<file path="config.mk">
export PLATFORM = sky130hd
export DESIGN_NAME = lamport_clock_two_process_flat
export DESIGN_NICKNAME = d
export VERILOG_FILES = /design/src/rtl/core/lcp_pkg.sv /design/src/rtl/core/lcp_in_if.sv /design/src/rtl/core/lcp_out_if.sv /design/src/rtl/core/lcp_cfg_if.sv /design/src/rtl/core/lcp_cell.sv /design/src/rtl/core/lcp_row.sv /design/src/rtl/core/lamport_clock_two_process.sv /design/src/flat_wrapper.sv
export VERILOG_INCLUDE_DIRS = /design/src /design/src/rtl/core
export SDC_FILE = /design/constraint.sdc
export NUM_CORES = 1
export LEC_CHECK = 0
export CORE_ASPECT_RATIO = 0.7
export CORE_MARGIN = 1
export CORE_UTILIZATION = 43
export DETAILED_ROUTE_END_ITERATION = 8
export DONT_BUFFER_PORTS = 1
export HOLD_SLACK_MARGIN = 0.1
export PLACE_DENSITY = 0.61
export SLEW_MARGIN = 20
export SYNTH_ARGS = -nofsm -noshare
export SYNTH_HDL_FRONTEND = slang
export SYNTH_SLANG_ARGS = --single-unit
</file>
<file path="constraint.sdc">
create_clock -name clk -period 12.65 [get_ports clk]
set_input_delay 0.6325 -clock clk [delete_from_list [all_inputs] [get_ports clk]]
set_output_delay 0.6325 -clock clk [all_outputs]
set_load 0.005 [all_outputs]
</file>
<file path="src/rtl/core/assert_macros.svh">
// Assertion helpers shared by the RTL.
// Each macro checks a property on the rising edge of clk and is silent while arst_n is low.
`ifndef ASSERT_MACROS_SVH
`define ASSERT_MACROS_SVH

// The consequent must hold in the same cycle as the antecedent.
`define ASSERT_IMPLIES(label, ante, cons) \
	label: assert property (@(posedge clk) disable iff (!arst_n) (ante) |-> (cons)) \
		else $error("assertion failed");

// The consequent must hold in the cycle after the antecedent.
`define ASSERT_NEXT(label, ante, cons) \
	label: assert property (@(posedge clk) disable iff (!arst_n) (ante) |=> (cons)) \
		else $error("assertion failed");

`endif

</file>
<file path="src/rtl/core/lcp_pkg.sv">
package lcp_pkg;

	// Timestamp and its saturation point.
	localparam int STAMP_W   = 6;
	localparam int STAMP_MAX = 63;
	typedef logic [STAMP_W-1:0] stamp_t;

	// Matrix entry codes.
	typedef logic signed [1:0] relation_t;
	localparam relation_t REL_P1_TO_P2 = 2'sb01;
	localparam relation_t REL_P2_TO_P1 = 2'sb11;

	// Configuration port.
	localparam int CFG_IDX_W  = 2;
	localparam int CFG_DATA_W = 5;
	localparam logic [CFG_IDX_W-1:0] REG_P1_EVENTS = 2'd0;
	localparam logic [CFG_IDX_W-1:0] REG_P2_EVENTS = 2'd1;

	// Result fields.
	localparam int EVENT_IDX_W = 4;

	// Command to one row of cells.
	typedef struct packed {
		logic   init;
		logic   bump;
		stamp_t cand;
	} row_cmd_t;

	typedef enum logic [1:0] {
		ST_IDLE,
		ST_RIPPLE,
		ST_EMIT
	} state_t;

	// Increment with saturation.
	function automatic stamp_t sat_inc(input stamp_t s);
		return (s == stamp_t'(STAMP_MAX)) ? s : s + 1'b1;
	endfunction

endpackage

</file>
<file path="src/rtl/core/lcp_in_if.sv">
interface lcp_in_if;
	logic                      valid;
	logic                      ready;
	logic signed [1:0]         relation;

	modport source (output valid, output relation, input ready);
	modport sink   (input valid, input relation, output ready);
endinterface

</file>
<file path="src/rtl/core/lcp_out_if.sv">
interface lcp_out_if;
	logic       valid;
	logic       ready;
	logic       process_id;
	logic [3:0] event_index;
	logic [5:0] timestamp;
	logic       last_result;

	modport source (output valid, output process_id, output event_index, output timestamp,
		output last_result, input ready);
	modport sink   (input valid, input process_id, input event_index, input timestamp,
		input last_result, output ready);
endinterface

</file>
<file path="src/rtl/core/lcp_cfg_if.sv">
interface lcp_cfg_if;
	logic       valid;
	logic       ready;
	logic [1:0] index;
	logic [4:0] data;

	modport source (output valid, output index, output data, input ready);
	modport sink   (input valid, input index, input data, output ready);
endinterface

</file>
<file path="src/rtl/core/lcp_cell.sv">
module lcp_cell (
	input  logic            clk,
	input  logic            arst_n,
	input  lcp_pkg::stamp_t init_stamp,
	input  logic            init,
	input  logic            bump,
	input  lcp_pkg::stamp_t cand,
	input  lcp_pkg::stamp_t prev_stamp,
	input  logic            prev_pulse,
	input  logic            in_use,
	output lcp_pkg::stamp_t stamp,
	output logic            pulse
);
	import lcp_pkg::*;

	stamp_t stamp_q;
	logic   pulse_q;

	// A bump raises this stamp to the candidate; a pulse from the left
	// rewrites it to the neighbor's stamp plus one and moves on.
	always_ff @(posedge clk or negedge arst_n) begin
		if (!arst_n) begin
			stamp_q <= init_stamp;
			pulse_q <= 1'b0;
		end else if (init) begin
			stamp_q <= init_stamp;
			pulse_q <= 1'b0;
		end else if (bump) begin
			if (cand > stamp_q) begin
				stamp_q <= cand;
			end
			pulse_q <= 1'b1;
		end else if (prev_pulse && in_use) begin
			stamp_q <= sat_inc(prev_stamp);
			pulse_q <= 1'b1;
		end else begin
			pulse_q <= 1'b0;
		end
	end

	assign stamp = stamp_q;
	assign pulse = pulse_q;

endmodule

</file>
<file path="src/rtl/core/lcp_row.sv">
module lcp_row #(
	parameter int DEPTH = 16
) (
	input  logic                                 clk,
	input  logic                                 arst_n,
	input  lcp_pkg::row_cmd_t                    cmd,
	input  logic [(DEPTH > 1 ? $clog2(DEPTH) : 1)-1:0] pos,
	input  logic [$clog2(DEPTH + 1)-1:0]         count,
	input  logic [(DEPTH > 1 ? $clog2(DEPTH) : 1)-1:0] rd_addr,
	output lcp_pkg::stamp_t                      rd_stamp,
	output logic                                 busy
);
	import lcp_pkg::*;

	localparam int A_W = (DEPTH > 1) ? $clog2(DEPTH) : 1;
	localparam int C_W = $clog2(DEPTH + 1);

	stamp_t             stamps [DEPTH];
	logic   [DEPTH-1:0] pulses;

	// One cell per event; each cell looks only at its left neighbor.
	for (genvar k = 0; k < DEPTH; k++) begin : g_cell
		localparam int INIT_V = (k + 1 > STAMP_MAX) ? STAMP_MAX : k + 1;
		stamp_t prev_stamp;
		logic   prev_pulse;

		if (k == 0) begin : g_head
			assign prev_stamp = '0;
			assign prev_pulse = 1'b0;
		end else begin : g_link
			assign prev_stamp = stamps[k-1];
			assign prev_pulse = pulses[k-1];
		end

		lcp_cell u_cell (
			.clk        (clk),
			.arst_n     (arst_n),
			.init_stamp (stamp_t'(INIT_V)),
			.init       (cmd.init),
			.bump       (cmd.bump && (pos == A_W'(k))),
			.cand       (cmd.cand),
			.prev_stamp (prev_stamp),
			.prev_pulse (prev_pulse),
			.in_use     (C_W'(k) < count),
			.stamp      (stamps[k]),
			.pulse      (pulses[k])
		);
	end

	assign rd_stamp = stamps[rd_addr];
	assign busy     = |pulses;

endmodule

</file>
<file path="src/rtl/core/lamport_clock_two_process.sv">
// Lamport timestamps for two processes, computed from a message matrix.
// Channels: entry (sink) takes one matrix entry per item in row-major order,
// P1 events as rows and P2 events as columns; result (source) gives one
// timestamp per item; cfg (sink, always ready) writes p1_events (index 0) or
// p2_events (index 1). A write to either register restarts the run.
// Each entry is followed by a rewrite phase before the next one is taken. An
// entry with a message rewrites the later events of the receiving process: the
// rewrite travels one cell per cycle down the chain of stamp cells. Once the
// rewrite of the final entry of the matrix is done, one result item per event in
// use of each process follows, one per cycle while the receiver is ready, P1
// first; the last one carries last_result. No entry is taken during that output.
// Results pass through a single output register, so a stalled receiver only
// holds the output sequence; the next entry is accepted once the last result
// sits in that register.
// Reset gives p1_events = 5, p2_events = 3, every stamp equal to its event
// index plus one, and the matrix position at the first entry.
`include "assert_macros.svh"

module lamport_clock_two_process #(
	parameter int MAX_P1_EVENTS = 16,
	parameter int MAX_P2_EVENTS = 16
) (
	input  logic          clk,
	input  logic          arst_n,
	lcp_in_if.sink        entry,
	lcp_out_if.source     result,
	lcp_cfg_if.sink       cfg
);
	import lcp_pkg::*;

	localparam int A1_W = (MAX_P1_EVENTS > 1) ? $clog2(MAX_P1_EVENTS) : 1;
	localparam int A2_W = (MAX_P2_EVENTS > 1) ? $clog2(MAX_P2_EVENTS) : 1;
	localparam int N1_W = $clog2(MAX_P1_EVENTS + 1);
	localparam int N2_W = $clog2(MAX_P2_EVENTS + 1);
	localparam int E_W  = (A1_W > A2_W) ? A1_W : A2_W;
	localparam int NW   = (N1_W > N2_W) ? N1_W : N2_W;

	state_t                state_q, state_d;
	logic [CFG_DATA_W-1:0] p1_events_q, p2_events_q;
	logic [A1_W-1:0]       row_pos_q;
	logic [A2_W-1:0]       col_pos_q;
	logic                  end_q;
	logic                  emit_pid_q;
	logic [E_W-1:0]        emit_idx_q;
	logic                  out_valid_q;
	logic                  out_pid_q;
	logic [EVENT_IDX_W-1:0] out_idx_q;
	stamp_t                out_stamp_q;
	logic                  out_last_q;

	logic [N1_W-1:0] n1;
	logic [N2_W-1:0] n2;
	logic [A1_W-1:0] r_cl, r_next;
	logic [A2_W-1:0] c_cl, c_next;
	logic [N1_W-1:0] r_inc;
	logic [N2_W-1:0] c_inc;
	logic            wrap, end_run;
	logic            acc, cfg_known, load, at_end, emit_done, restart, busy;
	logic [NW-1:0]   emit_n;
	row_cmd_t        cmd1, cmd2;
	stamp_t          rd1, rd2;
	logic            busy1, busy2;
	logic [A1_W-1:0] rd_addr1;
	logic [A2_W-1:0] rd_addr2;

	// Event counts in use: zero counts as one, large counts clamp to the row size.
	always_comb begin
		if (p1_events_q == '0) begin
			n1 = N1_W'(1);
		end else if (32'(p1_events_q) > MAX_P1_EVENTS) begin
			n1 = N1_W'(MAX_P1_EVENTS);
		end else begin
			n1 = N1_W'(p1_events_q);
		end
		if (p2_events_q == '0) begin
			n2 = N2_W'(1);
		end else if (32'(p2_events_q) > MAX_P2_EVENTS) begin
			n2 = N2_W'(MAX_P2_EVENTS);
		end else begin
			n2 = N2_W'(p2_events_q);
		end
	end

	// Matrix position and its successor.
	always_comb begin
		r_cl    = (N1_W'(row_pos_q) < n1) ? row_pos_q : A1_W'(n1 - 1'b1);
		c_cl    = (N2_W'(col_pos_q) < n2) ? col_pos_q : A2_W'(n2 - 1'b1);
		c_inc   = N2_W'(c_cl) + 1'b1;
		r_inc   = N1_W'(r_cl) + 1'b1;
		wrap    = (c_inc >= n2);
		end_run = wrap && (r_inc >= n1);
		c_next  = wrap ? '0 : A2_W'(c_inc);
		r_next  = wrap ? A1_W'(r_inc) : r_cl;
		if (end_run) begin
			c_next = '0;
			r_next = '0;
		end
	end

	assign acc       = entry.valid && entry.ready;
	assign cfg_known = cfg.valid && cfg.ready &&
		((cfg.index == REG_P1_EVENTS) || (cfg.index == REG_P2_EVENTS));
	assign busy      = busy1 || busy2;

	// Output sequencing over all P1 stamps, then all P2 stamps.
	assign load      = (state_q == ST_EMIT) && (!out_valid_q || result.ready);
	assign emit_n    = emit_pid_q ? NW'(n2) : NW'(n1);
	assign at_end    = (NW'(emit_idx_q) + 1'b1 == emit_n);
	assign emit_done = load && at_end && emit_pid_q;
	assign restart   = cfg_known || emit_done;

	// Row commands: a bump goes to the receiving process at its position.
	always_comb begin
		rd_addr1   = (state_q == ST_EMIT) ? A1_W'(emit_idx_q) : r_cl;
		rd_addr2   = (state_q == ST_EMIT) ? A2_W'(emit_idx_q) : c_cl;
		cmd1.init  = restart;
		cmd1.bump  = acc && (entry.relation == REL_P2_TO_P1);
		cmd1.cand  = sat_inc(rd2);
		cmd2.init  = restart;
		cmd2.bump  = acc && (entry.relation == REL_P1_TO_P2);
		cmd2.cand  = sat_inc(rd1);
	end

	lcp_row #(.DEPTH(MAX_P1_EVENTS)) u_row1 (
		.clk      (clk),
		.arst_n   (arst_n),
		.cmd      (cmd1),
		.pos      (r_cl),
		.count    (n1),
		.rd_addr  (rd_addr1),
		.rd_stamp (rd1),
		.busy     (busy1)
	);

	lcp_row #(.DEPTH(MAX_P2_EVENTS)) u_row2 (
		.clk      (clk),
		.arst_n   (arst_n),
		.cmd      (cmd2),
		.pos      (c_cl),
		.count    (n2),
		.rd_addr  (rd_addr2),
		.rd_stamp (rd2),
		.busy     (busy2)
	);

	// State register.
	always_ff @(posedge clk or negedge arst_n) begin
		if (!arst_n) begin
			state_q <= ST_IDLE;
		end else begin
			state_q <= state_d;
		end
	end

	// Next state: take an entry, wait for its rewrite, then output if the run ended.
	always_comb begin
		state_d     = state_q;
		entry.ready = 1'b0;
		unique case (state_q)
			ST_IDLE: begin
				entry.ready = 1'b1;
				if (acc) begin
					state_d = ST_RIPPLE;
				end
			end
			ST_RIPPLE: begin
				if (!busy) begin
					state_d = end_q ? ST_EMIT : ST_IDLE;
				end
			end
			ST_EMIT: begin
				if (emit_done) begin
					state_d = ST_IDLE;
				end
			end
			default: begin
				state_d = ST_IDLE;
			end
		endcase
	end

	// Configuration registers and matrix position.
	always_ff @(posedge clk or negedge arst_n) begin
		if (!arst_n) begin
			p1_events_q <= CFG_DATA_W'(5);
			p2_events_q <= CFG_DATA_W'(3);
			row_pos_q   <= '0;
			col_pos_q   <= '0;
			end_q       <= 1'b0;
		end else begin
			if (cfg_known) begin
				if (cfg.index == REG_P1_EVENTS) begin
					p1_events_q <= cfg.data;
				end else begin
					p2_events_q <= cfg.data;
				end
				row_pos_q <= '0;
				col_pos_q <= '0;
			end else if (acc) begin
				row_pos_q <= r_next;
				col_pos_q <= c_next;
			end
			if (acc) begin
				end_q <= end_run;
			end
		end
	end

	assign cfg.ready = 1'b1;

	// Output counters.
	always_ff @(posedge clk or negedge arst_n) begin
		if (!arst_n) begin
			emit_pid_q <= 1'b0;
			emit_idx_q <= '0;
		end else if (restart) begin
			emit_pid_q <= 1'b0;
			emit_idx_q <= '0;
		end else if (load) begin
			if (at_end) begin
				emit_pid_q <= 1'b1;
				emit_idx_q <= '0;
			end else begin
				emit_idx_q <= emit_idx_q + 1'b1;
			end
		end
	end

	// Output register.
	always_ff @(posedge clk or negedge arst_n) begin
		if (!arst_n) begin
			out_valid_q <= 1'b0;
		end else if (load) begin
			out_valid_q <= 1'b1;
		end else if (result.ready) begin
			out_valid_q <= 1'b0;
		end
	end

	always_ff @(posedge clk) begin
		if (load) begin
			out_pid_q   <= emit_pid_q;
			out_idx_q   <= EVENT_IDX_W'(emit_idx_q);
			out_stamp_q <= emit_pid_q ? rd2 : rd1;
			out_last_q  <= at_end && emit_pid_q;
		end
	end

	assign result.valid       = out_valid_q;
	assign result.process_id  = out_pid_q;
	assign result.event_index = out_idx_q;
	assign result.timestamp   = out_stamp_q;
	assign result.last_result = out_last_q;

	// No rewrite may still be travelling when a new entry is taken.
	`ASSERT_IMPLIES(a_idle_on_accept, acc, !busy)
	// An accepted entry always starts its rewrite phase.
	`ASSERT_NEXT(a_accept_to_ripple, acc, state_q == ST_RIPPLE)
	// The final result of a run belongs to process two.
	`ASSERT_IMPLIES(a_last_is_p2, result.valid && result.last_result, result.process_id)
	// The output counter stays inside the active process.
	`ASSERT_IMPLIES(a_emit_in_range, state_q == ST_EMIT, NW'(emit_idx_q) < emit_n)

endmodule

</file>
<file path="src/flat_wrapper.sv">
// flat-port wrapper written by rule: the top's interface ports become plain ports
module lamport_clock_two_process_flat import lcp_pkg::*;
#(
	parameter int MAX_P1_EVENTS = 16,
	parameter int MAX_P2_EVENTS = 16
)
  (clk, arst_n, entry_valid, entry_relation, entry_ready, result_valid, result_process_id, result_event_index, result_timestamp, result_last_result, result_ready, cfg_valid, cfg_index, cfg_data, cfg_ready);
  lcp_in_if entry_i ();
  lcp_out_if result_i ();
  lcp_cfg_if cfg_i ();
  input  logic clk;
  input  logic arst_n;
  input wire logic [$bits(entry_i.valid)-1:0] entry_valid;
  input wire logic [$bits(entry_i.relation)-1:0] entry_relation;
  output wire logic [$bits(entry_i.ready)-1:0] entry_ready;
  output wire logic [$bits(result_i.valid)-1:0] result_valid;
  output wire logic [$bits(result_i.process_id)-1:0] result_process_id;
  output wire logic [$bits(result_i.event_index)-1:0] result_event_index;
  output wire logic [$bits(result_i.timestamp)-1:0] result_timestamp;
  output wire logic [$bits(result_i.last_result)-1:0] result_last_result;
  input wire logic [$bits(result_i.ready)-1:0] result_ready;
  input wire logic [$bits(cfg_i.valid)-1:0] cfg_valid;
  input wire logic [$bits(cfg_i.index)-1:0] cfg_index;
  input wire logic [$bits(cfg_i.data)-1:0] cfg_data;
  output wire logic [$bits(cfg_i.ready)-1:0] cfg_ready;
  assign entry_i.valid = entry_valid;
  assign entry_i.relation = entry_relation;
  assign entry_ready = entry_i.ready;
  assign result_valid = result_i.valid;
  assign result_process_id = result_i.process_id;
  assign result_event_index = result_i.event_index;
  assign result_timestamp = result_i.timestamp;
  assign result_last_result = result_i.last_result;
  assign result_i.ready = result_ready;
  assign cfg_i.valid = cfg_valid;
  assign cfg_i.index = cfg_index;
  assign cfg_i.data = cfg_data;
  assign cfg_ready = cfg_i.ready;
  lamport_clock_two_process #(.MAX_P1_EVENTS(MAX_P1_EVENTS), .MAX_P2_EVENTS(MAX_P2_EVENTS)) u_core (.clk(clk), .arst_n(arst_n), .entry(entry_i), .result(result_i), .cfg(cfg_i));
endmodule
</file>
==> results of run 1 <==
## synthesized netlist by cell type (47+ instances only)
| master | instances | area share (%) |
|---|---|---|
| nor3_1 | 75 | 1.6 |
| dfstp_2 | 70 | 7.8 |
| o21ai_0 | 222 | 4.7 |
| a211oi_1 | 70 | 2.2 |
| nor2_1 | 228 | 3.6 |
| dfrtp_1 | 181 | 19 |
| o211ai_1 | 68 | 2.2 |
| inv_1 | 214 | 3.4 |
| ha_1 | 249 | 13 |
| clkbuf_1 | 75 | 1.2 |
| nand2_1 | 169 | 2.7 |
| o21a_1 | 47 | 1.5 |
| a21oi_1 | 278 | 5.9 |
| nand3_1 | 194 | 4.1 |
## worst paths after layout
path                                            start                                 endpoint  slack (ns)  cells after the start
min in group asynchronous                      arst_n  u_core.u_row1.g_cell[8].u_cell.stamp[2]        0.68                      2
worst min-delay path                      cfg_data[4]                    u_core.p1_events_q[4]        0.20                      2
max in group asynchronous                      arst_n  u_core.u_row1.g_cell[4].u_cell.stamp[3]       10.72                      3
worst max register to register  u_core.p2_events_q[4]  u_core.u_row1.g_cell[3].u_cell.stamp[4]        4.14                     29
worst max-delay path            u_core.p2_events_q[4]  u_core.u_row1.g_cell[3].u_cell.stamp[4]        4.14                     29
worst min register to register           u_core.end_q                             u_core.end_q        0.49                      2
## per-layer routing
layer  up-vias  global-route usage [%]  part of all wire, %
met4         4                    6.43                  1.9
li1      10600                       -                    -
met1     11400                    48.3                   46
met5         -                    1.15                 0.12
met3       119                    10.7                   14
met2      1276                    41.6                   38
## cells by family after synthesis
kind of cell	Yosys count	synth area share, %
AO/OA/AOI/OAI	931	24.9
XOR/XNOR	64	2.40
adder cells (fa/ha/maj)	249	13.2
buffers and inverters	335	5.70
flip-flops	263	28.5
multiplexers	88	5.15
other	1	0.0159
AND/OR/NAND/NOR	957	20.1
## worst register-to-register path: cells and delay by family, from the launching register on
family | cells | cell delay, ns
compound gates | 12 | 3.70
simple gates | 8 | 1.28
buf+inv | 4 | 1.11
fa+ha+maj | 3 | 0.98
flops | 1 | 0.85
mux | 2 | 0.49
## through the flow
stage / utilization [%] / hold WS, ns / setup slack [ns] / cells / cell area, um2
after floorplan: - / 0.337 / 6.25 / 2888 / 23600
after global placement: 45.0 / 0.346 / 4.52 / 3536 / 24300
after detailed placement: 45.0 / 0.350 / 4.39 / 3536 / 24300
after CTS: 47.3 / 0.199 / 4.37 / 3599 / 25500
after global routing: 47.3 / 0.215 / 3.69 / 3601 / 25600
final: 47.3 / 0.204 / 4.14 / 3605 / 25600
## state kept, by name, indices dropped and copies added (netlist names)
register / flops
u_core.end_q: 1
u_core.u_row2.g_cell.u_cell.stamp: 96
u_core.row_pos_q: 4
u_core.state_q: 2
u_core.result.process_id: 1
u_core.p2_events_q: 5
u_core.emit_pid_q: 1
u_core.col_pos_q: 4
u_core.result.last_result: 1
u_core.result.event_index: 4
u_core.emit_idx_q: 4
u_core.p1_events_q: 5
u_core.result.timestamp: 6
u_core.u_row1.g_cell.u_cell.pulse: 16
u_core.u_row2.g_cell.u_cell.pulse: 16
u_core.result.valid: 1
u_core.u_row1.g_cell.u_cell.stamp: 96
## cell type report
cell class	count	area, um2	area share [%]
diodes	4	10.0	0.0391
inverters	221	832	3.25
clock inverters	17	163	0.636
clock buffers	45	1010	3.94
well taps	730	913	3.57
flip-flops and latches	263	6730	26.3
multi-input cells	2290	15600	61.1
repair buffers	35	305	1.19
## placed cells by master, fill, tap and decap left out, drive strengths merged, types with 11 or more instances in the layout
master	Yosys	routed
o211ai	73	73
dfrtp	181	181
nand4	43	43
edfxtp	12	12
nor2	228	228
and4	12	12
a221oi	11	11
o31ai	16	16
a211oi	70	70
nor4	30	30
or2	15	15
mux2i	39	39
ha	249	249
o221ai	11	11
a31oi	36	36
o21a	47	47
nand2b	41	41
and3	43	43
nor2b	43	43
or3	17	17
a21o	38	38
dfstp	70	70
nand2	171	171
and2	26	26
clkinv	0	13
buf	39	34
xor2	24	24
nand3	195	195
o22ai	22	22
a22oi	19	19
o21ai	232	232
a21oi	278	278
xnor2	40	40
mux2	25	25
mux4	24	24
clkbuf	75	45
nor3	76	76
inv	221	221
## repair_timing
| item | CTS | global route |
|---|---|---|
| endpoints found under the hold margin | 251 | 10 |
| endpoints found under the setup margin | 0 | 0 |
| hold buffers | 1 | 1 |
==> impl_results.md, run 1 <==
- Status: complete, no violations
- Critical Path Source Type: register
- Core Rows: 71
- Hpwl dp: 63400 um
- P&R area growth vs syn: 8.26%
- Worst Tran Pin Value: 1.20 ns
- CORE AREA: 54000 um2
- Clock Pin Slew Worst Setup and Hold Paths: 0.06 ns
- Synthesized net count: 3151
- Final hold viol count: 0
- Sum Neg Setup Slack: 0 ns
- Synth cell types: 93
- Ys async rst share: 95.4%
- Seq cells post-synth: 263
- Req. time, crit path: 13.09 ns
- Worst-Skew Late Latency: 0.55 ns
- Final Slew Violations: 0
- Setup Skew: 0.0194 ns
- Setup violations, final: 0
- Fmax: 118 MHz
- Layout cells sized above 1: 9.02%
- Pin count of the biggest net entering global routing: 252
- Routed wire length: 87900 um
- Max-Cap Viols: 0
- Die H: 198 um
- Buf+Inv Stages, Crit Path: 4
- CP endpoint kind: register
- I/O pin count: 29
- Die ar.: 55900 um2
- Kind of critical path: register to register
- Initial antenna violation count: 2
- CTS tree: built
- Port bufs: 0
- Vias per std cell: 6.51
- GRT Overall Usage: 31.5%
- RD Place Congestion: 1.03
- Final global-route overflow total: 0
- Unrepaired setup endpoints after global routing: false
- Worst-case clock buffer depth: 3
- Post-layout min period: 8.51 ns
- Die X: 282 um
- Cell Area, Synth: 23600 um2
- Filler Cell Count: 5265
- Register area share after synthesis: 28.5%
- Post-Synthesis Cells: 2888
- Synth warnings: 0
- Initial core utilization: 43.7%
- Fin nets: 3108
- Drt drc: 0
- Hold Crit Class: input pin to register
- CP max-delay cell: dfrtp_1
- Worst slew margin: 19.3%
- Vias in the first global route: 21700
- First-pass iteration count of the detailed router: 6
- Post-DRT Antenna Nets: 0
- Post-cts sizing count: 0
- First-pass GRT wire length: 134000 um
- Main synth FF type: dfrtp_1
- Root buf cell: clkbuf_16
- Final period utilization: 67.3%
- Routed WL per cell: 24.4 um
- Routed via count: 23500
- Worst path arrival time: 8.95 ns
- Initial DRC Count: 3146
- Avg Cell Area, Syn: 8.18 um2
- Top delay family on crit path: compound AO/OA/AOI/OAI gates
- CTS HTree Levels: 2
- Number of CTS-inserted buffers: 34
- Max stage delay on crit path: 0.85 ns
- EDFF count, synth: 12
- Post-CTS Setup Inserts: 0
- CTS Sinks: 263
- Worst-path maximum fanout: 33
Power of run 1 is left out: the tool's default activity adds up to more than one toggle a clock period on the data nets, which glitch-free logic cannot reach.
==> inputs of run 2 (changes only) <==
--- a/config.mk
+++ b/config.mk
@@ -6,13 +6,14 @@
 export SDC_FILE = /design/constraint.sdc
 export NUM_CORES = 1
 export LEC_CHECK = 0
+export ABC_AREA = 1
 export CORE_ASPECT_RATIO = 0.7
 export CORE_MARGIN = 1
 export CORE_UTILIZATION = 43
 export DETAILED_ROUTE_END_ITERATION = 8
 export DONT_BUFFER_PORTS = 1
 export HOLD_SLACK_MARGIN = 0.1
-export PLACE_DENSITY = 0.61
+export PLACE_DENSITY = 0.63
 export SLEW_MARGIN = 20
 export SYNTH_ARGS = -nofsm -noshare
 export SYNTH_HDL_FRONTEND = slang
==> constraint.sdc (replaced) <==
create_clock -name clk -period 7.5 [get_ports clk]
set_input_delay 0.375 -clock clk [delete_from_list [all_inputs] [get_ports clk]]
set_output_delay 0.375 -clock clk [all_outputs]
set_load 0.005 [all_outputs]
==> run 2 against run 1 <==
Against the previous run: critical path depth up 7; count of clock-buffer cells in the layout up 1; wire length down 3.0%; cell count up 21%; critical endpoint is now u_core.u_row2.g_cell[9].u_cell.stamp[3]; global-route usage down 2.0 points; worst hold slack worse by 0.068 ns; design area up 3.3%; sequential share of layout area down 0.84 points; flip-flop and latch count unchanged.
==> impl_results.md, run 2 <==
- Status: complete, no violations
- Routed WL per cell: 19.6 um
- Register area share after synthesis: 27.7%
- Synthesized net count: 3838
- Seq cells post-synth: 263
- Initial antenna violation count: 1
- Routed wire length: 85300 um
- Die ar.: 57500 um2
- Critical Path Source Type: register
- Unrepaired setup endpoints after global routing: false
- Vias per std cell: 5.58
- Most frequent cells in the layout: 841 x nand2_1, 523 x inv_1, 322 x nor2_1
- Hpwl dp: 63200 um
- Port bufs: 0
- Most common cell on crit path: inv_1
- Design area: 26400 um2
- Drt drc: 0
- Final Util: 47.5%
- Top-area cell type share of the netlist area: 18.6%
- Main synth FF type: dfrtp_1
- Most common cell after layout, fill and taps aside: nand2_1
- Worst Tran Pin Value: 1.15 ns
- Vias in the first global route: 22200
- Ys async rst share: 95.4%
- Number of CTS-inserted buffers: 34
- Synth top area cells: dfrtp_1 19%, nand2_1 13%, ha_1 13%
- Gr busiest metal: met1
- Count leader, synth: nand2_1
- P&R area growth vs syn: 8.64%
- Final global-route overflow total: 0
- Worst-case clock buffer depth: 3
- Initial core utilization: 43.8%
- Max stage delay on crit path: 0.59 ns
- Kind of critical path: register to register
- CTS Sinks: 263
- Placed cell area: 25100 um2
- Layout cells sized above 1: 7.76%
- Met3 GRT Util: 9.80%
- First-pass GRT wire length: 132000 um
- Clock Pin Slew Worst Setup and Hold Paths: 0.06 ns
- Routed via count: 24300
- Setup violations, final: 0
- Worst path arrival time: 7.57 ns
- EDFF count, synth: 12
- Initial DRC Count: 2891
- CP endpoint kind: register
- CTS tree: built
- Final hold viol count: 0
- I/O pin count: 29
- CORE AREA: 55600 um2
- Post-layout min period: 7.10 ns
- CP max-delay cell: dfstp_2
- Fin nets: 3860
- CTS HTree Levels: 2
- Avg Cell Area, Syn: 6.80 um2
- GRT Overall Usage: 29.6%
- Post-DRT Antenna Nets: 0
- RD Place Congestion: 0.966
- Yosys top cell by area: dfrtp_1
- R2R setup slack: 0.40 ns
- Most frequent cells after synthesis: 842 x nand2_1, 523 x inv_1, 322 x nor2_1
- Fmax: 141 MHz
- M2 GR Usage: 35.9%
- Synth cell types: 54
- Req. time, crit path: 7.97 ns
- Max-Cap Viols: 0
- Die H: 201 um
- Hold Crit Class: input pin to register
- Setup Skew: 0.0185 ns
- Worst slew margin: 22.5%
- Core Rows: 72
- Die X: 286 um
- Root buf cell: clkbuf_16
- Final period utilization: 94.6%
- Cell Area, Synth: 24300 um2
- Synth warnings: 0
- Pin count of the biggest net entering global routing: 252
- First-pass iteration count of the detailed router: 6
- Sum Neg Setup Slack: 0 ns
- Worst-Skew Late Latency: 0.56 ns
- Post-Synthesis Cells: 3575
- Met1 layer usage reported by global route: 47.8%
- Final Slew Violations: 0
- Worst-path maximum fanout: 13
-- run 2: path summary, 6_finish.rpt --
path                                                             to  cells after the start                                     start
max reg2reg                 u_core.u_row2.g_cell[9].u_cell.stamp[3]                     36                     u_core.p1_events_q[2]
min                                           u_core.p2_events_q[0]                      2                              cfg_index[0]
min in group asynchronous   u_core.u_row2.g_cell[3].u_cell.stamp[4]                      2                                    arst_n
max in group asynchronous   u_core.u_row1.g_cell[4].u_cell.stamp[4]                      4                                    arst_n
max                         u_core.u_row2.g_cell[9].u_cell.stamp[3]                     36                     u_core.p1_events_q[2]
min reg2reg                u_core.u_row2.g_cell[15].u_cell.stamp[5]                      2  u_core.u_row2.g_cell[15].u_cell.stamp[5]
-- run 2: repair_timing --
| action | 4_1_cts | 5_1_grt |
|---|---|---|
| setup endpoints to repair | 0 | 8 |
| hold buffers | 11 | 0 |
| resized for setup | 0 | 2 |
| buffers inserted | 0 | 0 |
| endpoints found under the hold margin | 263 | 0 |
-- run 2: logic make-up after synthesis --
logic type      count (synthesis)  share of synthesized area, %
simple gates                 1658                          29.4
compound gates                693                          16.3
buf+inv                       617                          10.4
flops                         263                          27.7
fa+ha+maj                     249                          12.8
xor+xnor                       92                          3.31
mux                             2                        0.0926
other cells                     1                        0.0154
-- run 2: metrics by stage --
step	hold slack, ns	cells	worst slack [ns]
floorplan	0.0794	3575	2.18
global placement	0.0895	4288	0.548
detailed placement	0.0983	4288	0.505
CTS	0.113	4360	0.468
global route	0.195	4362	0.104
finish	0.136	4363	0.401
-- run 2: critical path: cells and delay by family, from the launching register on --
kind	cells	cell delay, ns
simple gates	15	2.64
compound gates	10	1.77
buf+inv	8	1.09
fa+ha+maj	3	0.88
flops	1	0.59
-- run 2: final cells by class --
class | count | area, um2
tap | 740 | 926
fill | 5695 | 29200
inverter | 555 | 2080
multi-input combinational | 2695 | 15100
antenna | 1 | 2.50
timing repair buffer | 48 | 470
clock buffer | 46 | 987
clock inverter | 15 | 130
sequential | 263 | 6730
-- run 2: routing by layer --
layer	share of wire [%]	up-vias
li1	-	11900
met1	50	11200
met2	35	1104
met3	13	120
met4	2.0	4
met5	0.034	-
Power of run 2 is left out for the same reason.
